<file path="config.mk">
export PLATFORM = sky130hd
export DESIGN_NAME = modular_squaring_prng_unit
export DESIGN_NICKNAME = d
export VERILOG_FILES = /design/src/rtl/core/msp_pkg.sv /design/src/rtl/core/modular_squaring_prng_unit.sv
export SDC_FILE = /design/constraint.sdc
export NUM_CORES = 1
export LEC_CHECK = 0
export BUFFER_PORTS_ARGS = -buffer_cell sky130_fd_sc_hd__buf_2
export CAP_MARGIN = 20
export CELL_PAD_IN_SITES_DETAIL_PLACEMENT = 0
export CELL_PAD_IN_SITES_GLOBAL_PLACEMENT = 1
export CORE_MARGIN = 4
export CORE_UTILIZATION = 30
export DETAILED_ROUTE_END_ITERATION = 8
export PLACE_DENSITY_LB_ADDON = 0.12
export SLEW_MARGIN = 20
export SYNTH_ARGS = -nofsm -noshare
export SYNTH_HDL_FRONTEND = slang
export SYNTH_SLANG_ARGS = --single-unit
</file>
<file path="constraint.sdc">
create_clock -name clk -period 16.25 [get_ports clk]
set_input_delay 0.8125 -clock clk [delete_from_list [all_inputs] [get_ports clk]]
set_output_delay 0.8125 -clock clk [all_outputs]
set_load 0.02 [all_outputs]
</file>
<file path="src/rtl/core/msp_pkg.sv">
package msp_pkg;

    // Residue and result width
    localparam int unsigned WORD_W = 64;

    // n = 4294967291 * 4294967279
    localparam logic [WORD_W-1:0] MODULUS = 64'd18446743979220271189;

    // Added when the low half of a round result is 0 or 1 and the upper half is not 0
    localparam logic [WORD_W-1:0] KICK = 64'd429496737;

    // Request codes on the mode field
    localparam logic MODE_GENERATE = 1'b0;
    localparam logic MODE_RESEED   = 1'b1;

    // Last round index per output width
    localparam logic [2:0] LAST_ROUND_NARROW = 3'd3;
    localparam logic [2:0] LAST_ROUND_WIDE   = 3'd7;

    typedef enum logic [2:0] {
        ST_IDLE,
        ST_REDUCE,
        ST_DOUBLE,
        ST_ADD,
        ST_ROUND_END,
        ST_FINISH
    } msp_state_t;

endpackage

</file>
<file path="src/rtl/core/modular_squaring_prng_unit.sv">
// A generate word runs R rounds before its result is loaded; R = 4 rounds at 32-bit width
// or 8 at 64-bit width. A round is one reduce step, 64 bits of bit-serial shift-and-add
// squaring with a double step and an add step per bit, and one round-end step.
// The input stalls while a generate word is in progress; while idle, a reseed word is taken
// every cycle. The output register lets the next word enter while a result waits; a finished
// word stalls the input until that register is free. Reset zeroes residue and output width.
module modular_squaring_prng_unit
(
    input  logic                       clk,
    input  logic                       rst_n,
    input  logic                       in_valid,
    output logic                       in_stall,
    input  logic                       mode,
    input  logic [msp_pkg::WORD_W-1:0] seed_value,
    output logic                       out_valid,
    input  logic                       out_stall,
    output logic [msp_pkg::WORD_W-1:0] random_value,
    input  logic                       cfg_valid,
    output logic                       cfg_ready,
    input  logic                       cfg_data
);
    import msp_pkg::*;

    msp_state_t        state_reg, state_next;
    logic              width_reg;
    logic              wide_reg;
    logic [WORD_W-1:0] residue_reg;
    logic [WORD_W-1:0] a_reg;
    logic [WORD_W-1:0] bits_reg;
    logic [WORD_W-1:0] r_reg;
    logic [WORD_W-1:0] acc_reg;
    logic [5:0]        bit_cnt_reg;
    logic [2:0]        round_reg;
    logic              out_valid_reg;
    logic [WORD_W-1:0] out_data_reg;

    logic              in_take;
    logic              out_take;
    logic              out_load;
    logic              last_round;
    logic [WORD_W-1:0] add_op_b;
    logic [WORD_W:0]   add_sum;
    logic [WORD_W+1:0] add_diff;
    logic [WORD_W-1:0] add_res;
    logic [WORD_W:0]   red_diff;
    logic [WORD_W-1:0] red_res;
    logic [WORD_W-1:0] kicked;

    assign in_take    = in_valid && !in_stall;
    assign out_take   = out_valid_reg && !out_stall;
    assign last_round = (round_reg == (wide_reg ? LAST_ROUND_WIDE : LAST_ROUND_NARROW));
    assign cfg_ready  = 1'b1;
    assign out_valid    = out_valid_reg;
    assign random_value = out_data_reg;

    // Shared modular adder: r + b mod n, both operands below n
    always_comb
    begin
        case (state_reg)
            ST_DOUBLE: add_op_b = r_reg;
            ST_ADD:    add_op_b = bits_reg[WORD_W-1] ? a_reg : '0;
            default:   add_op_b = '0;
        endcase
        add_sum  = {1'b0, r_reg} + {1'b0, add_op_b};
        add_diff = {1'b0, add_sum} - {2'b00, MODULUS};
        add_res  = add_diff[WORD_W+1] ? add_sum[WORD_W-1:0] : add_diff[WORD_W-1:0];
    end

    // Operand reduction below n, then the low-half kick
    always_comb
    begin
        red_diff = {1'b0, residue_reg} - {1'b0, MODULUS};
        red_res  = red_diff[WORD_W] ? residue_reg : red_diff[WORD_W-1:0];
        if ((r_reg[31:1] == 31'd0) && (r_reg[WORD_W-1:32] != 32'd0))
        begin
            kicked = r_reg + KICK;
        end
        else
        begin
            kicked = r_reg;
        end
    end

    // Next state
    always_comb
    begin
        state_next = state_reg;
        case (state_reg)
            ST_IDLE:
            begin
                if (in_take && (mode == MODE_GENERATE))
                begin
                    state_next = ST_REDUCE;
                end
            end
            ST_REDUCE:    state_next = ST_DOUBLE;
            ST_DOUBLE:    state_next = ST_ADD;
            ST_ADD:       state_next = (bit_cnt_reg == 6'd0) ? ST_ROUND_END : ST_DOUBLE;
            ST_ROUND_END: state_next = last_round ? ST_FINISH : ST_REDUCE;
            ST_FINISH:
            begin
                if (!out_valid_reg || !out_stall)
                begin
                    state_next = ST_IDLE;
                end
            end
            default:      state_next = ST_IDLE;
        endcase
    end

    // Outputs of the sequencer
    always_comb
    begin
        in_stall = 1'b1;
        out_load = 1'b0;
        case (state_reg)
            ST_IDLE:   in_stall = 1'b0;
            ST_FINISH: out_load = !out_valid_reg || !out_stall;
            default:
            begin
                in_stall = 1'b1;
                out_load = 1'b0;
            end
        endcase
    end

    // Control state
    always_ff @(posedge clk or negedge rst_n)
    begin
        if (!rst_n)
        begin
            state_reg     <= ST_IDLE;
            width_reg     <= 1'b0;
            residue_reg   <= '0;
            out_valid_reg <= 1'b0;
        end
        else
        begin
            state_reg <= state_next;
            if (cfg_valid && cfg_ready)
            begin
                width_reg <= cfg_data;
            end
            if (in_take && (mode == MODE_RESEED))
            begin
                residue_reg <= width_reg ? seed_value : {32'd0, seed_value[31:0]};
            end
            else if (state_reg == ST_ROUND_END)
            begin
                residue_reg <= kicked;
            end
            if (out_load)
            begin
                out_valid_reg <= 1'b1;
            end
            else if (out_take)
            begin
                out_valid_reg <= 1'b0;
            end
        end
    end

    // Bit-serial squaring datapath
    always_ff @(posedge clk)
    begin
        case (state_reg)
            ST_IDLE:
            begin
                if (in_take)
                begin
                    wide_reg  <= width_reg;
                    acc_reg   <= '0;
                    round_reg <= 3'd0;
                end
            end
            ST_REDUCE:
            begin
                a_reg       <= red_res;
                bits_reg    <= red_res;
                r_reg       <= '0;
                bit_cnt_reg <= 6'd63;
            end
            ST_DOUBLE:
            begin
                r_reg <= add_res;
            end
            ST_ADD:
            begin
                r_reg       <= add_res;
                bits_reg    <= {bits_reg[WORD_W-2:0], 1'b0};
                bit_cnt_reg <= bit_cnt_reg - 6'd1;
            end
            ST_ROUND_END:
            begin
                acc_reg   <= {acc_reg[WORD_W-9:0], kicked[7:0]};
                round_reg <= round_reg + 3'd1;
            end
            default:
            begin
            end
        endcase
        if (out_load)
        begin
            out_data_reg <= acc_reg;
        end
    end

    // The squaring accumulator stays reduced below n
    assert property (@(posedge clk) disable iff (!rst_n)
        (state_reg == ST_ROUND_END) |-> (r_reg < MODULUS))
        else $error("round result not reduced below modulus");

    // The multiplicand is reduced before the bit loop
    assert property (@(posedge clk) disable iff (!rst_n)
        ((state_reg == ST_DOUBLE) || (state_reg == ST_ADD)) |-> (a_reg < MODULUS))
        else $error("multiplicand not reduced below modulus");

    // A waiting result is never overwritten
    assert property (@(posedge clk) disable iff (!rst_n)
        ((state_reg == ST_FINISH) && out_valid_reg && out_stall) |=> (state_reg == ST_FINISH))
        else $error("finished word left while output register full");

    // A generate word starts the round sequence
    assert property (@(posedge clk) disable iff (!rst_n)
        (in_take && (mode == MODE_GENERATE)) |=> (state_reg == ST_REDUCE) && (round_reg == 3'd0))
        else $error("generate word did not start rounds");

endmodule

</file>
== After elaboration in Yosys (flattened, before gate mapping) ==
Index checks and enable logic that the tools add are counted.
Word-level totals
  output and inout port bits: 67
  logic and storage cells: 74
  input bits: 71
  bits in registers: 399
Operators by class
  equal/unequal tests: 9
  reduce and logical (&&, ||, !) cells: 21
  bitwise logic cells: 1
  add/sub/neg operators: 6
  mux-type cells: 25
Operator list (number)
  two-way mux 64 bit: 8
  one-hot mux 64 bit (2 select lines): 4
  subtractor 65 x 64 -> 66 bit (second input constant): 1
  adder 64 x 64 -> 65 bit: 1
  subtractor 64 x 64 -> 65 bit (second input constant): 1
  adder 64 x 29 -> 64 bit (second input constant): 1
  nonzero test 32 bit: 1
  logical NOT 31 bit: 1
  two-way mux 3 bit: 6
  one-hot mux 3 bit (6 select lines): 1
  one-hot mux 6 bit (2 select lines): 1
  nonzero test 2 bit: 5
  == test 3 x 2 -> 1 bit (second input constant): 2
  == test 3 bit (second input constant): 2
  logical NOT 6 bit: 1
  one-hot mux 3 bit (2 select lines): 1
  AND reduction 2 bit: 3
  subtractor 6 x 1 -> 6 bit (second input constant): 1
  logical AND 1 bit: 5
  two-way mux 1 bit: 4
  inequality test 2 bit (second input constant): 2
  adder 3 x 1 -> 3 bit (second input constant): 1
  == test 3 x 1 -> 1 bit (second input constant): 1
  == test 3 bit: 1
  6 further kinds: 7

== Depth between registers and ports, before layout ==
  word-level depth: 6
  mapped depth: 24
  mapped depth without buffers: 18

== Worst setup path before layout ==
No wires, ideal clock.
  kind: register to register
  start: register state_reg[1]
  end: register r_reg[28], data pin
  setup time: 256 ps
  required time: 15994 ps
  period minus slack after synthesis: 5346 ps
  path slack: 10904 ps
  data arrival time: 5091 ps
  stages on the path, launching flop included: 25
  path buffers: 7
  cell sequence: dfrtp_1 -> clkbuf_1 -> nor2b_1 -> and3_1 -> clkbuf_1 -> clkbuf_1 -> a22o_1 -> ha_1 -> fa_1 -> a211o_1 -> a21bo_1 -> buf_6 -> a22oi_4 -> o31ai_2 -> a41oi_1 -> nand2_1 -> nor4b_4 -> and3_1 -> buf_4 -> and4_1 -> a21o_1 -> buf_2 -> buf_2 -> a31oi_1 -> a41o_1
On the way
  longest elaborated chain between the ends: 6
  elaborated cells on any way between the ends: 9
  classes of those cells: 2 x add/sub; 3 x eq/ne; 3 x mux; 1 x reduce/logical
RTL lines
  start, declared: RTL line modular_squaring_prng_unit.sv:24  | msp_state_t state_reg, state_next;
  start signal, assigned: RTL line modular_squaring_prng_unit.sv:139  | state_reg <= state_next;
  == test 3 x 2 -> 1 bit: RTL line modular_squaring_prng_unit.sv:59, modular_squaring_prng_unit.sv:166
  one-hot mux 64 bit (2 select lines): RTL line modular_squaring_prng_unit.sv:59  | case (state_reg)
  adder 64 x 64 -> 65 bit: RTL line modular_squaring_prng_unit.sv:64  | add_sum = {1'b0, r_reg} + {1'b0, add_op_b};
  subtractor 65 x 64 -> 66 bit: RTL line modular_squaring_prng_unit.sv:65  | add_diff = {1'b0, add_sum} - {2'b00, MODULUS};
  two-way mux 64 bit: RTL line modular_squaring_prng_unit.sv:66  | add_res = add_diff[WORD_W+1] ? add_sum[WORD_W-1:0] : add_diff[WORD_W-1:0];
  one-hot mux 64 bit (2 select lines) *: RTL line modular_squaring_prng_unit.sv:166  | case (state_reg)
  end signal, assigned: RTL line modular_squaring_prng_unit.sv:185  | r_reg <= add_res;
  end signal, assigned: RTL line modular_squaring_prng_unit.sv:189  | r_reg <= add_res;
  end, declared: RTL line modular_squaring_prng_unit.sv:30  | logic [WORD_W-1:0] r_reg;
Mark *: on every way between the ends. The rest lies on a longest branch, timed or not.
A chain may end at the register's enable or synchronous reset.

== Worst setup path in the final report ==
  start: register state_reg[1]
  end: register r_reg[2], data pin
Same word-level chain as after synthesis.

==> results by group <==
Timing
  – Clock Skew: 23.92 ps
  – Tmin final: 8089 ps
  – F_max: 0.1236 GHz
  – Final Hold Slack: 191.5 ps
  – Worst slew margin: 0.2700
  – Final hold vios: 0
  – Fin crit share: 0.4978
  – RSZ-0062 raised after global routing: false
  – Least-Margin Pin Slew: 1095 ps
  – Final setup fails: 0
  – Max-slew violations: 0
  – Setup TNS: 0 ps

Finish
  – Final core utilization: 0.3449
  – Ratio of cells with drive above 1 in the final layout: 0.1476
  – Total Nets Final: 2,503
  – Most common cell after layout, fill and taps aside: edfxtp_1
  – Most frequent cells in the layout: edfxtp_1, nor2_1, nand2_1
  – Ant diodes: 0
  – Layout area overhead: 13.22%

Clock tree
  – CTS Hold Bufs: 0
  – H-tree depth: 2
  – Longest Clk Path Bufs: 3
  – PostCTS Resize Cnt: 0
  – # clock sinks: 399
  – Post-CTS Setup Inserts: 0
  – Clk slew on worst S/H paths: 60 ps
  – CTS Root Cell: clkbuf_16
  – Skew-Pair Late Insertion Delay: 580 ps
  – CTS buffer count: 46
  – CTS tree: yes

Synth
  – Yosys cell types: 102
  – Number of synthesized flops with an enable pin: 330
  – Synthesized Nets: 2,439
  – Ys flop type: edfxtp_1
  – Synthesized area per cell: 10.32 um^2
  – Synthesized netlist cell count: 2,298
  – Ys async rst share: 0.1729
  – Sequential share of the synthesized area: 0.4907
  – Synth warnings: 0
  – Post-Synthesis Cell Area: 0.02372 mm^2
  – Synthesized flop and latch total: 399

Setup path
  – Critical Path Start: state_reg[1]
  – Crit path kind: flip-flop to flip-flop
  – Max FO, Critical Path: 63
  – CP required: 16,540 ps
  – Reg-to-Reg Start: state_reg[1]
  – Worst r2r dst: r_reg[2]
  – Worst setup SP type: flip-flop
  – Reg2Reg Setup Slack: 8160 ps
  – Arrival time at the worst endpoint: 8380 ps
  – R2R cell count: 20
  – Worst Setup End Kind: flip-flop

Place
  – Input/output buffers: 136
  – RD Place Congestion: 0.9102
  – HPWL after DPL: 65,090 um

Job
  – Max-cap viol count: 0

Drt
  – Iter 0 DRT Violations: 1,417
  – Drc violations: 0
  – Final wirelength: 86,100 um
  – Post-DRT Antenna Nets: 0
  – Vias per Instance: 5.602
  – Wire per inst: 25.04 um
  – Pre-antenna DRT Iters: 5
  – DR vias: 19,260

Pwr
  – Power per Cell Area: 185.4 mW/mm^2
  – Max VDD drop: 76.75 uV
  – P_leak: 10.44 nW
  – Pwr Total: 4.978 mW

Floorplan
  – Die Ht: 289.2 um
  – CORE AREA: 0.07785 mm^2
  – Initial Utilization: 0.3046
  – Placement Rows: 102
  – Die area: 0.08361 mm^2
  – Die width: 289.2 um
  – I/O pins: 138

GRT
  – Pin count of the biggest net entering global routing: 68
  – Global-route wire length before repair: 127,200 um
  – Number of global-route vias before repair: 18,920
  – Initial antenna violation count: 1
  – Grt total ovfl: 0
  – GRT Util Overall: 0.2007

Run status
  – Status: finished, final reports clean

Hold path
  – Worst hold path class: primary input to asynchronous set/reset pin
## logic make-up after synthesis
| kind of cell | share of synthesized area |
|---|---|
| buffers and inverters | 0.03134 |
| other | 0.0001581 |
| muxes | 0.04616 |
| DFF | 0.4907 |
| adders and majority gates | 0.03725 |
| AOI/OAI and AO/OA | 0.1777 |
| and+or+nand+nor | 0.1890 |
| xor gates and xnor gates | 0.02770 |
## routing by layer
layer  up-vias  share of wire  GRT usage
met1      9664           0.46     0.2817
met3        96          0.044    0.02234
li1       8951              -          -
met2       547           0.47     0.3340
met4         2          0.022    0.04610
met5         -        0.00015          0
## metrics by stage
stage | cell area (um^2) | worst slack, ps | std cells
after CTS | 26840 | 8345 | 3438
after global routing | 26850 | 7801 | 3438
after detailed placement | 25320 | 8386 | 3354
after floorplan | 23720 | 10900 | 2298
after global placement | 25320 | 8398 | 3354
final | 26850 | 8161 | 3438
## Yosys cell counts (all sizes together) (42+ instances only)
master / number / area share
xor2: 42 / 0.016
nor2: 197 / 0.031
a21oi: 151 / 0.032
nor3: 57 / 0.013
buf: 58 / 0.014
mux2: 48 / 0.023
nand3: 83 / 0.018
mux2i: 55 / 0.023
o21ai: 146 / 0.031
clkbuf: 85 / 0.014
and2: 45 / 0.012
a22o: 67 / 0.025
nand2: 187 / 0.030
dfrtp: 69 / 0.073
ha: 69 / 0.036
and3: 81 / 0.021
edfxtp: 330 / 0.42
nand4: 62 / 0.017
## worst max-delay path, stage by stage, from the launching register on
cell and delay [ps]:
dfrtp_1 650, nand2_2 70, buf_4 390, nor2_4 760
buf_4 470, a22o_1 220, ha_1 340, a21oi_1 330
o21ai_1 320, a2111oi_0 890, a311oi_1 220, a21oi_2 270
nand4b_1 300, nor4_4 320, buf_4 210, a31oi_1 160
and4_1 280, a21oi_2 760, buf_4 490, o21ai_0 110
nor3b_1 160
## worst max-delay path by stage
| stage | to | depth (start not counted) |
|---|---|---|
| after detailed placement | r_reg[2] | 21 |
| final | r_reg[2] | 20 |
| after floorplan | r_reg[28] | 24 |
| after CTS | r_reg[2] | 20 |
| after global routing | r_reg[2] | 20 |
| after global placement | r_reg[2] | 20 |
## area by class of cell
cell class	count	area (um^2)
Clock buffer	61	1270
Clock inverter	23	252.7
Fill cell	7971	51000
Inverter	26	97.59
Multi-Input combinational cell	1730	11430
Sequential cell	399	11640
Tap cell	1040	1301
Timing Repair Buffer	159	855.8
## report_power, final
part | internal [mW] | total [mW] | switching, mW | leakage [nW]
Sequential | 1.31 | 1.49 | 0.182 | 4.12
Combinational | 0.807 | 2.43 | 1.62 | 5.57
Clock | 0.619 | 1.06 | 0.440 | 0.748
No activity file was read; power rests on OpenSTA's default activity.
